**src/hw/rtl/agga_pkg.sv**
```systemverilog
// Shared types, constants and helpers for the affine-gap global alignment block.
// Used by affine_gap_global_alignment; depends on nothing else.
package agga_pkg;

    localparam int QUERY_MAX_DEF = 64;
    localparam int SCORE_W       = 16;
    localparam int COL_W         = 16;
    localparam int ROW_IDX_W     = 6;
    localparam int SYM_W         = 2;
    localparam int ACT_W         = 2;
    localparam int COST_W        = 7;
    localparam int GAP_W         = 6;
    localparam int LEN_W         = 7;
    localparam int CFG_IDX_W     = 3;
    localparam int CFG_DATA_W    = 7;

    typedef enum logic [CFG_IDX_W-1:0] {
        CFG_MATCH        = 3'd0,
        CFG_MISMATCH     = 3'd1,
        CFG_GAP_OPEN     = 3'd2,
        CFG_GAP_EXTEND   = 3'd3,
        CFG_QUERY_LENGTH = 3'd4
    } cfg_reg_t;

    typedef enum logic [ACT_W-1:0] {
        ACT_LOAD   = 2'd0,
        ACT_START  = 2'd1,
        ACT_COLUMN = 2'd2
    } action_t;

    typedef enum logic [2:0] {
        ST_CLEAR,
        ST_IDLE,
        ST_INIT,
        ST_PREP,
        ST_RUN
    } state_t;

    typedef logic signed [SCORE_W-1:0] score_t;

    typedef struct packed {
        logic [ACT_W-1:0]     action;
        logic [ROW_IDX_W-1:0] query_index;
        logic [SYM_W-1:0]     symbol;
    } req_t;

    typedef struct packed {
        score_t               cell_score;
        logic [ROW_IDX_W-1:0] row_index;
        logic [COL_W-1:0]     column_index;
        logic                 last_row;
    } res_t;

    // clamp to the signed score range
    function automatic score_t sat_score(input logic signed [31:0] v);
        logic signed [31:0] hi;
        logic signed [31:0] lo;
        hi = signed'(32'((64'd1 << (SCORE_W - 1)) - 64'd1));
        lo = -hi - 32'sd1;
        if (v > hi) begin
            return SCORE_W'(hi);
        end
        if (v < lo) begin
            return SCORE_W'(lo);
        end
        return SCORE_W'(v);
    endfunction

endpackage

```
**src/hw/rtl/affine_gap_global_alignment.sv**
```systemverilog
// Affine-gap global alignment engine: query/H/E row stores and a shared cell unit.
// Depends on agga_pkg (types, constants, saturation helper).
// A start word runs an init sweep over all rows of the H and E row stores before the next word is taken.
// Column word: after a prep state, one row per cycle through the single
// shared cell unit; a column of L rows holds the input through prep, the L steps and the E
// writeback. Output stalls freeze the cell unit. Reset clears control state and runs a
// clearing pass over all QUERY_MAX rows of the H and E stores before the first word is taken.
module affine_gap_global_alignment
    import agga_pkg::*;
#(
    parameter int QUERY_MAX = QUERY_MAX_DEF
)
(
    input  logic                  clk,
    input  logic                  rst_n,
    input  logic                  cfg_write,
    input  logic [CFG_IDX_W-1:0]  cfg_index,
    input  logic [CFG_DATA_W-1:0] cfg_data,
    input  logic                  req_valid,
    output logic                  req_ready,
    input  req_t                  req,
    output logic                  res_valid,
    input  logic                  res_ready,
    output res_t                  res
);

    localparam int ROW_W  = $clog2(QUERY_MAX);
    localparam int PROD_W = COL_W + GAP_W;
    localparam int CALC_W = SCORE_W + 2;
    localparam int ACC_W  = GAP_W + $clog2(QUERY_MAX + 2) + 1;
    localparam logic [ROW_W-1:0] ROW_LAST = ROW_W'(QUERY_MAX - 1);

    // configuration registers
    logic signed [COST_W-1:0] match_reg;
    logic signed [COST_W-1:0] mismatch_reg;
    logic [GAP_W-1:0]         gap_open_reg;
    logic [GAP_W-1:0]         gap_extend_reg;
    logic [LEN_W-1:0]         query_length_reg;

    // sequencer
    state_t             state_reg, state_next;
    logic [ROW_W-1:0]   sweep_reg, sweep_next;
    logic [ROW_W-1:0]   row_reg, row_next;
    logic [COL_W-1:0]   col_reg, col_next;
    logic               res_valid_reg, res_valid_next;
    logic               e_pend_reg, e_pend_next;

    // datapath
    logic [ACC_W-1:0]   acc_reg, acc_next;
    logic [PROD_W-1:0]  jr_reg, jr_next;
    logic [ROW_W-1:0]   last_reg, last_next;
    logic [SYM_W-1:0]   sym_reg, sym_next;
    score_t             diag_reg, diag_next;
    score_t             hup_reg, hup_next;
    score_t             fup_reg, fup_next;
    logic [GAP_W:0]     qr_reg, qr_next;
    logic [GAP_W-1:0]   r_reg, r_next;
    score_t             eh_reg, eh_next;
    score_t             eold_reg, eold_next;
    logic [ROW_W-1:0]   erow_reg, erow_next;
    res_t               res_reg, res_next;

    // row stores
    logic [SYM_W-1:0]   qry_mem [QUERY_MAX];
    score_t             h_mem   [QUERY_MAX];
    score_t             e_mem   [QUERY_MAX];
    logic [SYM_W-1:0]   qry_rd_reg;
    score_t             h_rd_reg;
    score_t             e_rd_reg;

    logic               q_we;
    logic [ROW_W-1:0]   q_waddr;
    logic               h_we;
    logic [ROW_W-1:0]   h_waddr;
    score_t             h_wdata;
    logic               e_we;
    logic [ROW_W-1:0]   e_waddr;
    score_t             e_wdata;
    logic               rd_en;
    logic [ROW_W-1:0]   rd_addr;

    logic               req_fire;
    logic               step;
    logic               is_last;
    logic [31:0]        len32;

    // shared cell unit signals
    logic signed [COST_W-1:0] sc;
    logic signed [CALC_W-1:0] qr_c, r_c, sc_c;
    logic signed [CALC_W-1:0] f_up, f_ext, f_min;
    logic signed [CALC_W-1:0] d_val, h_min, e_a, e_b, e_min;
    score_t                   f_val, h_val, e_val;

    // boundary terms
    logic signed [31:0] q32, r32, jr32, acc32;

    //------------------------------------------------------------------
    // Configuration port: no handshake, write lands at the clock edge.
    //------------------------------------------------------------------
    always_ff @(posedge clk or negedge rst_n)
    begin
        if (!rst_n)
        begin
            match_reg        <= '0;
            mismatch_reg     <= COST_W'(1);
            gap_open_reg     <= GAP_W'(1);
            gap_extend_reg   <= GAP_W'(1);
            query_length_reg <= LEN_W'(1);
        end
        else if (cfg_write)
        begin
            unique case (cfg_index)
                CFG_MATCH:        match_reg        <= signed'(cfg_data[COST_W-1:0]);
                CFG_MISMATCH:     mismatch_reg     <= signed'(cfg_data[COST_W-1:0]);
                CFG_GAP_OPEN:     gap_open_reg     <= cfg_data[GAP_W-1:0];
                CFG_GAP_EXTEND:   gap_extend_reg   <= cfg_data[GAP_W-1:0];
                CFG_QUERY_LENGTH: query_length_reg <= cfg_data[LEN_W-1:0];
                default:          ;
            endcase
        end
    end

    //------------------------------------------------------------------
    // Handshake. Input is taken only in IDLE and only once the E
    // writeback of the previous column has landed, so row 0 of the next
    // column never reads a stale E value.
    //------------------------------------------------------------------
    assign req_ready = (state_reg == ST_IDLE) && !e_pend_reg;
    assign req_fire  = req_valid && req_ready;
    // cell unit advances only if the output register is free or draining
    assign step      = (state_reg == ST_RUN) && (!res_valid_reg || res_ready);
    assign is_last   = (row_reg == last_reg);
    assign res_valid = res_valid_reg;
    assign res       = res_reg;

    //------------------------------------------------------------------
    // Shared cell unit: one matrix cell per step.
    //   F = min(Hup + q + r, Fup + r)
    //   H = min(diag + score, Eold, F)
    // E = min(H + q + r, Eold + r) is finished in the following cycle from the
    // registered H, so the per-step chain stays at one add/compare level
    // per term.
    //------------------------------------------------------------------
    assign sc    = (qry_rd_reg == sym_reg) ? match_reg : mismatch_reg;
    assign qr_c  = signed'(CALC_W'(qr_reg));
    assign r_c   = signed'(CALC_W'(r_reg));
    assign sc_c  = CALC_W'(sc);

    assign f_up  = CALC_W'(hup_reg) + qr_c;
    assign f_ext = CALC_W'(fup_reg) + r_c;
    assign f_min = (f_up < f_ext) ? f_up : f_ext;
    assign f_val = sat_score(32'(f_min));

    assign d_val = CALC_W'(diag_reg) + sc_c;

    always_comb
    begin
        h_min = d_val;
        if (CALC_W'(e_rd_reg) < h_min)
        begin
            h_min = CALC_W'(e_rd_reg);
        end
        if (CALC_W'(f_val) < h_min)
        begin
            h_min = CALC_W'(f_val);
        end
    end
    assign h_val = sat_score(32'(h_min));

    assign e_a   = CALC_W'(eh_reg) + qr_c;
    assign e_b   = CALC_W'(eold_reg) + r_c;
    assign e_min = (e_a < e_b) ? e_a : e_b;
    assign e_val = sat_score(32'(e_min));

    // column boundary: H top = q + (j+1)r, F top = 2q + (j+1)r
    assign q32   = signed'(32'(gap_open_reg));
    assign r32   = signed'(32'(gap_extend_reg));
    assign jr32  = signed'(32'(jr_reg));
    assign acc32 = signed'(32'(acc_reg));

    // effective row count: zero acts as one, clipped to the store depth
    always_comb
    begin
        len32 = 32'(query_length_reg);
        if (len32 == 32'd0)
        begin
            len32 = 32'd1;
        end
        if (len32 > 32'(QUERY_MAX))
        begin
            len32 = 32'(QUERY_MAX);
        end
    end

    //------------------------------------------------------------------
    // Next state
    //------------------------------------------------------------------
    always_comb
    begin
        state_next = state_reg;
        unique case (state_reg)
            ST_CLEAR:
            begin
                if (sweep_reg == ROW_LAST)
                begin
                    state_next = ST_IDLE;
                end
            end
            ST_IDLE:
            begin
                if (req_fire)
                begin
                    unique case (req.action)
                        ACT_START:  state_next = ST_INIT;
                        ACT_COLUMN: state_next = ST_PREP;
                        default:    state_next = ST_IDLE;
                    endcase
                end
            end
            ST_INIT:
            begin
                if (sweep_reg == ROW_LAST)
                begin
                    state_next = ST_IDLE;
                end
            end
            ST_PREP:
            begin
                state_next = ST_RUN;
            end
            ST_RUN:
            begin
                if (step && is_last)
                begin
                    state_next = ST_IDLE;
                end
            end
            default:
            begin
                state_next = ST_CLEAR;
            end
        endcase
    end

    //------------------------------------------------------------------
    // Sequencer outputs and datapath next values
    //------------------------------------------------------------------
    always_comb
    begin
        sweep_next     = sweep_reg;
        row_next       = row_reg;
        col_next       = col_reg;
        acc_next       = acc_reg;
        jr_next        = jr_reg;
        last_next      = last_reg;
        sym_next       = sym_reg;
        diag_next      = diag_reg;
        hup_next       = hup_reg;
        fup_next       = fup_reg;
        qr_next        = qr_reg;
        r_next         = r_reg;
        eh_next        = eh_reg;
        eold_next      = eold_reg;
        erow_next      = erow_reg;
        res_next       = res_reg;
        res_valid_next = res_valid_reg && !res_ready;
        e_pend_next    = 1'b0;

        q_we    = 1'b0;
        q_waddr = ROW_W'(32'(req.query_index));
        h_we    = 1'b0;
        h_waddr = sweep_reg;
        h_wdata = '0;
        e_we    = e_pend_reg;
        e_waddr = erow_reg;
        e_wdata = e_val;
        rd_en   = 1'b0;
        rd_addr = '0;

        unique case (state_reg)
            ST_CLEAR:
            begin
                h_we       = 1'b1;
                e_we       = 1'b1;
                e_waddr    = sweep_reg;
                e_wdata    = '0;
                sweep_next = sweep_reg + ROW_W'(1);
            end
            ST_IDLE:
            begin
                if (req_fire)
                begin
                    unique case (req.action)
                        ACT_LOAD:
                        begin
                            // loads past the store depth are dropped
                            q_we = (32'(req.query_index) < 32'(QUERY_MAX));
                        end
                        ACT_START:
                        begin
                            col_next   = '0;
                            sweep_next = '0;
                            acc_next   = ACC_W'(gap_open_reg) + ACC_W'(gap_extend_reg);
                        end
                        ACT_COLUMN:
                        begin
                            jr_next   = PROD_W'(col_reg) * PROD_W'(gap_extend_reg);
                            last_next = ROW_W'(len32 - 32'd1);
                            sym_next  = req.symbol;
                            rd_en     = 1'b1;
                            rd_addr   = '0;
                        end
                        default:
                        begin
                        end
                    endcase
                end
            end
            ST_INIT:
            begin
                // acc tracks q + (i+1)r for row i of the sweep
                h_we       = 1'b1;
                h_wdata    = sat_score(acc32);
                e_we       = 1'b1;
                e_waddr    = sweep_reg;
                e_wdata    = sat_score(acc32 + q32);
                acc_next   = acc_reg + ACC_W'(gap_extend_reg);
                sweep_next = sweep_reg + ROW_W'(1);
            end
            ST_PREP:
            begin
                diag_next = (col_reg == '0) ? '0 : sat_score(q32 + jr32);
                hup_next  = sat_score(q32 + jr32 + r32);
                fup_next  = sat_score(q32 + q32 + jr32 + r32);
                qr_next   = (GAP_W + 1)'(gap_open_reg) + (GAP_W + 1)'(gap_extend_reg);
                r_next    = gap_extend_reg;
                row_next  = '0;
            end
            ST_RUN:
            begin
                if (step)
                begin
                    h_we      = 1'b1;
                    h_waddr   = row_reg;
                    h_wdata   = h_val;
                    diag_next = h_rd_reg;
                    hup_next  = h_val;
                    fup_next  = f_val;
                    // E finishes next cycle
                    e_pend_next = 1'b1;
                    eh_next     = h_val;
                    eold_next   = e_rd_reg;
                    erow_next   = row_reg;

                    res_valid_next        = 1'b1;
                    res_next.cell_score   = h_val;
                    res_next.row_index    = ROW_IDX_W'(32'(row_reg));
                    res_next.column_index = col_reg;
                    res_next.last_row     = is_last;

                    if (is_last)
                    begin
                        col_next = col_reg + COL_W'(1);
                    end
                    else
                    begin
                        row_next = row_reg + ROW_W'(1);
                        rd_en    = 1'b1;
                        rd_addr  = row_reg + ROW_W'(1);
                    end
                end
            end
            default:
            begin
            end
        endcase
    end

    //------------------------------------------------------------------
    // Row stores: one write and one registered read per store per cycle
    //------------------------------------------------------------------
    always_ff @(posedge clk)
    begin
        if (q_we)
        begin
            qry_mem[q_waddr] <= req.symbol;
        end
        if (h_we)
        begin
            h_mem[h_waddr] <= h_wdata;
        end
        if (e_we)
        begin
            e_mem[e_waddr] <= e_wdata;
        end
        if (rd_en)
        begin
            qry_rd_reg <= qry_mem[rd_addr];
            h_rd_reg   <= h_mem[rd_addr];
            e_rd_reg   <= e_mem[rd_addr];
        end
    end

    //------------------------------------------------------------------
    // Registers
    //------------------------------------------------------------------
    always_ff @(posedge clk or negedge rst_n)
    begin
        if (!rst_n)
        begin
            state_reg     <= ST_CLEAR;
            sweep_reg     <= '0;
            row_reg       <= '0;
            col_reg       <= '0;
            res_valid_reg <= 1'b0;
            e_pend_reg    <= 1'b0;
        end
        else
        begin
            state_reg     <= state_next;
            sweep_reg     <= sweep_next;
            row_reg       <= row_next;
            col_reg       <= col_next;
            res_valid_reg <= res_valid_next;
            e_pend_reg    <= e_pend_next;
        end
    end

    always_ff @(posedge clk)
    begin
        acc_reg  <= acc_next;
        jr_reg   <= jr_next;
        last_reg <= last_next;
        sym_reg  <= sym_next;
        diag_reg <= diag_next;
        hup_reg  <= hup_next;
        fup_reg  <= fup_next;
        qr_reg   <= qr_next;
        r_reg    <= r_next;
        eh_reg   <= eh_next;
        eold_reg <= eold_next;
        erow_reg <= erow_next;
        res_reg  <= res_next;
    end

    //------------------------------------------------------------------
    // Assertions
    //------------------------------------------------------------------
    a_no_h_rw_collision: assert property (@(posedge clk) disable iff (!rst_n)
        (rd_en && h_we) |-> (rd_addr != h_waddr))
        else $error("H store read and write hit the same row");

    a_e_wb_blocks_input: assert property (@(posedge clk) disable iff (!rst_n)
        e_pend_reg |-> !req_ready)
        else $error("input taken while E writeback pending");

    a_row_in_range: assert property (@(posedge clk) disable iff (!rst_n)
        (state_reg == ST_RUN) |-> (row_reg <= last_reg))
        else $error("row counter ran past the last row");

    a_result_from_run: assert property (@(posedge clk) disable iff (!rst_n)
        $rose(res_valid_reg) |-> $past(state_reg == ST_RUN))
        else $error("result word raised outside a column");

    a_col_advance: assert property (@(posedge clk) disable iff (!rst_n)
        (step && is_last) |=> (col_reg == $past(col_reg) + COL_W'(1)))
        else $error("column counter did not advance after last row");

endmodule

```
**config.mk**
```make
export PLATFORM = sky130hd
export DESIGN_NAME = affine_gap_global_alignment
export DESIGN_NICKNAME = d
export VERILOG_FILES = /design/src/hw/rtl/agga_pkg.sv /design/src/hw/rtl/affine_gap_global_alignment.sv
export SDC_FILE = /design/constraint.sdc
export NUM_CORES = 2
export LEC_CHECK = 0
export BUFFER_PORTS_ARGS = -buffer_cell sky130_fd_sc_hd__buf_4
export CAP_MARGIN = 30
export CORE_ASPECT_RATIO = 0.7
export CORE_MARGIN = 8
export CORE_UTILIZATION = 62
export CTS_CLUSTER_DIAMETER = 120
export DETAILED_ROUTE_END_ITERATION = 10
export HOLD_SLACK_MARGIN = 0.1
export PLACE_DENSITY = 0.77
export SLEW_MARGIN = 20
export SYNTH_ARGS = -nofsm -noshare
export SYNTH_HDL_FRONTEND = slang
export SYNTH_SLANG_ARGS = --single-unit
```
**constraint.sdc**
```tcl
create_clock -name clk -period 14.6 [get_ports clk]
set_input_delay 2.92 -clock clk [delete_from_list [all_inputs] [get_ports clk]]
set_output_delay 2.92 -clock clk [all_outputs]
set_load 0.01 [all_outputs]
```
# Yosys cells after proc, flatten, opt, wreduce, memory -nomap -nowiden
# Memory sizes are Yosys's and may differ from the RTL's. A register that Yosys moved wholly into a read port is not among the register bits.
# Cells that the tools add are included.
dict set report totals {
  word_cells 248
  ram_bits 2176
  mem_count 3
  out_inout_bits 41
  ff_bits 226
}
# memory words word_bits read_ports rd_clocked_by_memory_dff write_ports line
set memory_table {}
lappend memory_table {e_mem 64 16 1 1 1 affine_gap_global_alignment.sv:66} ;# score_t e_mem [QUERY_MAX];
lappend memory_table {h_mem 64 16 1 1 1 affine_gap_global_alignment.sv:65} ;# score_t h_mem [QUERY_MAX];
lappend memory_table {qry_mem 64 2 1 1 1 affine_gap_global_alignment.sv:64} ;# logic [SYM_W-1:0] qry_mem [QUERY_MAX];
dict set report classes {
  reduce_logical 32
  n_lt_le_gt_ge 21
  mul 1
  eq_ne 20
  n_mux 128
  n_addsub 18
}
# op count
set op_table {}
lappend op_table {{2-to-1 mux 16 bit} 41}
lappend op_table {{one-hot mux 16 bit (2 select lines)} 6}
lappend op_table {{2-to-1 mux 18 bit} 4}
lappend op_table {{2-to-1 mux 6 bit} 11}
lappend op_table {{> comparator 18 x 16 -> 1 bit, second input constant} 3}
lappend op_table {{less-than comparator 18 x 16 -> 1 bit, second input constant} 3}
lappend op_table {{2-to-1 mux 1 bit} 52}
lappend op_table {{adder 16 x 7 -> 17 bit} 3}
lappend op_table {{less-than comparator 25 x 16 -> 1 bit, second input constant} 2}
lappend op_table {{adder 23 x 6 -> 24 bit} 2}
lappend op_table {{> comparator 24 x 15 -> 1 bit, second input constant} 2}
lappend op_table {{adder 16 x 8 -> 17 bit} 2}
lappend op_table {{less-than comparator 17 bit} 2}
lappend op_table {{> comparator 32 x 16 -> 1 bit, second input constant} 1}
lappend op_table {{less-than comparator 32 x 16 -> 1 bit, second input constant} 1}
lappend op_table {{2-to-1 mux 14 bit} 2}
lappend op_table {{one-hot mux 14 bit (2 select lines)} 1}
lappend op_table {{one-hot mux 6 bit (2 select lines)} 2}
lappend op_table {{adder 6 x 22 -> 23 bit} 1}
lappend op_table {{adder 7 x 22 -> 23 bit} 1}
lappend op_table {{multiplier 16 x 6 -> 22 bit} 1}
lappend op_table {{adder 6 x 6 -> 7 bit} 3}
lappend op_table {{less-than comparator 16 x 18 -> 1 bit} 1}
lappend op_table {{less-than comparator 16 x 17 -> 1 bit} 1}
lappend op_table {{37 further kinds} 72}

# Logic depth before layout (Yosys ltp)
dict set report depth {
  depth_word 17
  mapped_depth 36
}

# Least setup slack after synthesis
# No wires, ideal clock.
dict set report synth_timing {
  kind {register to register}
  start {reg sym_reg[0]}
  end {mem h_mem[0][10] in the netlist's numbering (data pin)}
  t_arrival_ns 9.844
  n_path_buf 5
  setup_slack_ns 4.027
  path_stages_with_launch 35
  setup_time_ns 0.729
  path_cell_list {edfxtp_1 > xnor2_1 > nand2_1 > mux2_2 > ha_1 > o21a_1 > o21a_1 > a31oi_1 > nand3_1 > a2111oi_0 > or3_1 > clkbuf_1 > clkbuf_1 > inv_1 > ha_1 > nor4b_1 > a211oi_1 > a21oi_1 > a21o_1 > clkbuf_1 > clkbuf_1 > nand2_1 > a21boi_0 > ha_1 > a21o_1 > a21o_1 > a21o_1 > a21o_1 > a211oi_1 > nand2_1 > a211o_1 > nand3_1 > clkbuf_1 > a21oi_1 > o32ai_1}
}
dict set report synth_between {
  elab_chain_len 14
  elab_cells_between_ends 17
}
# element line
set synth_lines {}
lappend synth_lines {{start, declared} affine_gap_global_alignment.sv:52} ;# logic [SYM_W-1:0] sym_reg, sym_next;
lappend synth_lines {{start signal, assigned} affine_gap_global_alignment.sv:434} ;# sym_reg <= sym_next;
lappend synth_lines {{== test 2 bit (*)} affine_gap_global_alignment.sv:144} ;# assign sc = (qry_rd_reg == sym_reg) ? match_reg : mismatch_reg;
lappend synth_lines {{2-to-1 mux 7 bit (*)} affine_gap_global_alignment.sv:144}
lappend synth_lines {{adder 16 x 7 -> 17 bit (*)} affine_gap_global_alignment.sv:154} ;# assign d_val = CALC_W'(diag_reg) + sc_c;
lappend synth_lines {{less-than comparator 16 x 17 -> 1 bit} affine_gap_global_alignment.sv:159} ;# if (CALC_W'(e_rd_reg) < h_min)
lappend synth_lines {{2-to-1 mux 18 bit (*)} affine_gap_global_alignment.sv:159}
lappend synth_lines {{less-than comparator 16 x 18 -> 1 bit} affine_gap_global_alignment.sv:163} ;# if (CALC_W'(f_val) < h_min)
lappend synth_lines {{2-to-1 mux 18 bit (*)} affine_gap_global_alignment.sv:163}
lappend synth_lines {{less-than comparator 18 x 16 -> 1 bit} agga_pkg.sv:63} ;# if (v < lo) begin
lappend synth_lines {{2-to-1 mux 1 bit (2 in series)} agga_pkg.sv:63}
lappend synth_lines {{2-to-1 mux 16 bit} agga_pkg.sv:66} ;# return SCORE_W'(v);
lappend synth_lines {{2-to-1 mux 16 bit (*)} agga_pkg.sv:63}
lappend synth_lines {{2-to-1 mux 16 bit (*)} affine_gap_global_alignment.sv:341} ;# if (step)
lappend synth_lines {{one-hot mux 16 bit (2 select lines) (*)} affine_gap_global_alignment.sv:280} ;# unique case (state_reg)
lappend synth_lines {{named net h_wdata[10]} affine_gap_global_alignment.sv:75} ;# score_t h_wdata;
lappend synth_lines {{end, declared} affine_gap_global_alignment.sv:65}
# The timed path passes the listed nets; every way through them passes the cells marked *. The select of a mux whose other input is x is not followed.

# Final worst setup path
dict set report layout_timing {
  start {reg sym_reg[0]}
  end {mem h_mem[5][13] in the netlist's numbering (data pin)}
}
# The elaborated chain is that of the path after synthesis.

==> results.rst <==
.. list-table::
   :header-rows: 1

   * - Metric
     - Value
   * - Post-route worst setup slack
     - 5.23 ns
   * - Routed wire length
     - 275,000 um
   * - Later-pin clock latency in the skew report
     - 0.87 ns
   * - Post-route antenna net violation count
     - 0
   * - Average wire length per cell after detail routing
     - 30.7 um
   * - Global-route wire length before repair
     - 402,000 um
   * - Crit path max fanout
     - 64
   * - Unrepaired setup endpoints after global routing
     - false
   * - Worst hold margin
     - 0.508 ns
   * - Capture instance of the worst register-to-register path
     - h_mem[5][13]
   * - Final estimated routing congestion in global placement
     - 0.949
   * - FMAX
     - 107 MHz
   * - Global Route Usage Sum
     - 0.296
   * - Via density per instance
     - 6.78
   * - Final Slew Violations
     - 0
   * - Final hold vios
     - 0
   * - Clock slew at the register clock pins of the worst setup and hold paths
     - 0.07 ns
   * - Pin count of the biggest net entering global routing
     - 120
   * - Area of the core region
     - 169,000 um2
   * - Cell area after technology mapping
     - 106,000 um2
   * - Delay of the slowest cell on the worst path
     - 0.56 ns
   * - Sequential share of the synthesized area
     - 0.688
   * - Clock tree root driver cell
     - sky130_fd_sc_hd__clkbuf_16
   * - Detailed-router iteration count before antenna repair
     - 6
   * - Pwr dens
     - 204 nW/um2
   * - Setup violation total in the final timing report
     - 0
   * - EDFF count, synth
     - 2,370
   * - Post-route DRC
     - 0
   * - # IOs
     - 66
   * - Number of nets produced by synthesis
     - 6,614
   * - Initial DRC Count
     - 9,205
   * - Flop and latch count out of synthesis
     - 2,436
   * - CTS tree
     - yes
   * - Final Net Count
     - 6,806
   * - Hold path startpoint
     - match_reg[5]
   * - Via count of the first global-routing pass
     - 59,200
   * - Max Cap Viol
     - 0
   * - Number of CTS-inserted buffers
     - 211
   * - Grt ovf
     - 0
   * - Post-route fraction of the period consumed by the critical path
     - 0.642
   * - Horiz. Die Dim
     - 510 um
   * - Worst max-slew margin expressed relative to the limit
     - 0.259
   * - Highest-delay cell along the critical path
     - sky130_fd_sc_hd__a21o_1
   * - Largest registers
     - e_mem: 1024 flops, h_mem: 1024 flops, qry_mem: 128 flops
   * - Cell depth of the worst hold path
     - 1
   * - Tot Pwr
     - 23.9 mW
   * - Maximum vdd ir drop
     - 601 uV
   * - Input/output buffers
     - 65
   * - Yosys cell types
     - 98
   * - Prevailing post-synth register cell
     - sky130_fd_sc_hd__edfxtp_1
   * - Number of setup buffers added after CTS
     - 0
   * - Detailed-placement wirelength estimate
     - 169,000 um
   * - Yosys warnings
     - 0
   * - Synth-to-layout area growth
     - 10.5%
   * - Startpoint type of the worst setup path
     - flop
   * - Fraction of final layout cells with drive strength greater than 1
     - 0.192
   * - Maximum number of buffers from clock root to sink
     - 3
   * - Number of clock sinks seen by CTS
     - 2,436
   * - Maximum level of the CTS H-tree
     - 4
   * - Required arrival time at the worst endpoint
     - 15.04 ns
   * - Number of antenna violations at the first check in global routing
     - 10
   * - Family with the most delay on the worst path
     - compound AO/OA/AOI/OAI gates
   * - Post-Route Skew
     - 0.0683 ns
   * - Type of the most critical hold path
     - flop to flop
   * - Async set-reset flop share out of synthesis
     - 0.0271
   * - CP endpoint kind
     - flop
   * - Hold bufs inserted after CTS
     - 0
   * - TNS Setup
     - 0 ns
   * - Start-to-end type of the worst setup path
     - flop to flop
   * - Die span in y
     - 362 um
   * - Number of standard cells after synthesis
     - 6,336
   * - Fill cell count
     - 10,500
   * - Worst reg2reg setup slack
     - 5.23 ns
   * - Area of the die
     - 184,000 um2
   * - Post-cts gate resize count
     - 0
   * - Outcome
     - completed
   * - Worst-margin pin slew
     - 1.10 ns
   * - Starting density of the core
     - 0.626
   * - Worst R2R Path Depth
     - 31
   * - Final min period
     - 9.37 ns
   * - Via count of the routed design
     - 60,700
   * - Worst r2r src
     - sym_reg[0]
   * - Arrival @ worst endpoint
     - 9.81 ns
   * - Static power due to leakage
     - 39.6 nW
   * - Cell type with the highest occurrence count on the critical path
     - sky130_fd_sc_hd__a21o_1
   * - # rows
     - 126
   * - End of the worst hold path
     - match_reg[5]
   * - Worst path bufs/invs
     - 3
   * - Worst Setup Slack post-DPL
     - 5.42 ns
   * - Synth Area per Inst
     - 16.7 um2
[cell type report]
type,count,area [um2],area share
inverters,183,687,0.00588
clock inverters,125,1250,0.0107
flip-flops and latches,2436,72800,0.623
well taps,2240,2800,0.0240
repair buffers,311,2420,0.0207
diodes,3,7.51,0.0000642
clock buffers,271,5610,0.0480
multi-input cells,3385,31300,0.268
[through the flow]
| step | std cells | instance area [um2] | util |
|---|---|---|---|
| after floorplan | 6336 | 106000 | - |
| after global placement | 8521 | 110000 | 0.649 |
| after detailed placement | 8530 | 110000 | 0.650 |
| after CTS | 8926 | 117000 | 0.690 |
| after global routing | 8951 | 117000 | 0.692 |
| final | 8954 | 117000 | 0.692 |
[cell usage in the layout (no fill, tap or decap), types with 44 or more instances in the layout]
master	synthesis	layout
sky130_fd_sc_hd__dfrtp_1	62	62
sky130_fd_sc_hd__clkbuf_16	0	214
sky130_fd_sc_hd__xor2_1	69	69
sky130_fd_sc_hd__a21o_1	55	55
sky130_fd_sc_hd__a211oi_1	126	124
sky130_fd_sc_hd__nor2_1	372	357
sky130_fd_sc_hd__a311oi_1	108	107
sky130_fd_sc_hd__xnor2_1	96	96
sky130_fd_sc_hd__edfxtp_1	2370	2370
sky130_fd_sc_hd__fa_1	73	73
sky130_fd_sc_hd__o21ai_0	116	115
sky130_fd_sc_hd__nor3_1	55	51
sky130_fd_sc_hd__clkbuf_1	198	53
sky130_fd_sc_hd__inv_1	182	182
sky130_fd_sc_hd__nand3_1	131	130
sky130_fd_sc_hd__and2_1	119	118
sky130_fd_sc_hd__mux4_2	544	544
sky130_fd_sc_hd__buf_4	12	274
sky130_fd_sc_hd__nand2_1	664	661
sky130_fd_sc_hd__a21oi_1	108	107
sky130_fd_sc_hd__a31oi_1	44	44
sky130_fd_sc_hd__nand3b_1	48	48
sky130_fd_sc_hd__ha_1	180	180
sky130_fd_sc_hd__clkinv_1	0	45
[logic make-up (layout without fill, tap and decap cells)]
| family | after synthesis | count (layout) | share of synthesized area |
|---|---|---|---|
| other cells | 0 | 3 | 0 |
| xor+xnor | 165 | 165 | 0.0137 |
| simple gates | 1588 | 1588 | 0.0687 |
| flops | 2436 | 2436 | 0.688 |
| fa+ha+maj | 260 | 260 | 0.0358 |
| compound gates | 767 | 767 | 0.0509 |
| buf+inv | 515 | 890 | 0.0204 |
| mux | 605 | 605 | 0.122 |
[synthesized netlist by cell type (37+ instances only)]
cell / instances / area [um2]
sky130_fd_sc_hd__nand3b_1: 48 / 360
sky130_fd_sc_hd__a31oi_1: 44 / 275
sky130_fd_sc_hd__nor3_1: 55 / 275
sky130_fd_sc_hd__mux2_2: 42 / 473
sky130_fd_sc_hd__and2_1: 119 / 744
sky130_fd_sc_hd__mux4_2: 544 / 12300
sky130_fd_sc_hd__ha_1: 180 / 2250
sky130_fd_sc_hd__and3_1: 40 / 250
sky130_fd_sc_hd__a311oi_1: 108 / 946
sky130_fd_sc_hd__o22ai_1: 37 / 231
sky130_fd_sc_hd__nor2_1: 372 / 1400
sky130_fd_sc_hd__a211oi_1: 126 / 946
sky130_fd_sc_hd__xnor2_1: 96 / 841
sky130_fd_sc_hd__a21oi_1: 108 / 541
sky130_fd_sc_hd__edfxtp_1: 2370 / 71200
sky130_fd_sc_hd__nand2_1: 664 / 2490
sky130_fd_sc_hd__xor2_1: 69 / 604
sky130_fd_sc_hd__buf_2: 65 / 325
sky130_fd_sc_hd__nand3_1: 131 / 656
sky130_fd_sc_hd__o21ai_0: 116 / 581
sky130_fd_sc_hd__a21o_1: 55 / 413
sky130_fd_sc_hd__clkbuf_1: 198 / 743
sky130_fd_sc_hd__inv_1: 182 / 683
sky130_fd_sc_hd__dfrtp_1: 62 / 1550
sky130_fd_sc_hd__fa_1: 73 / 1460
sky130_fd_sc_hd__buf_1: 43 / 161
[layer usage]
metal	global-route usage	wire length [um]
met5	0	153
met4	0.0875	8790
met2	0.431	121000
met1	0.452	110000
met3	0.0721	34800
[worst max-delay path by stage]
stage                         to  cells after the start     startpoint
floorplan           h_mem[0][10]                     34     sym_reg[0]
finish              h_mem[5][13]                     31     sym_reg[0]
detailed placement  h_mem[19][2]                     31     sym_reg[0]
global route        h_mem[20][1]                     31  qry_rd_reg[1]
global placement    h_mem[4][15]                     32     sym_reg[0]
CTS                 h_mem[17][2]                     31     sym_reg[0]
[worst reg2reg max path: cells and delay by family (launching register included)]
kind                       cells  cell delay, ns
AOI/OAI and AO/OA             15            3.51
xor gates and xnor gates       1            0.15
adders and majority gates      3            0.99
buffers and inverters          3            0.66
DFF                            1            0.40
muxes                          1            0.49
and+or+nand+nor                8            2.70
[power by group]
group	leakage (nW)	internal, mW	total (mW)	switching [mW]
sequential	22.2	9.82	10.1	0.279
clock	3.33	3.04	5.58	2.55
combinational	14.1	2.36	8.20	5.84
total	39.6	15.2	23.9	8.66
No activity file was read; power rests on OpenSTA's default activity.
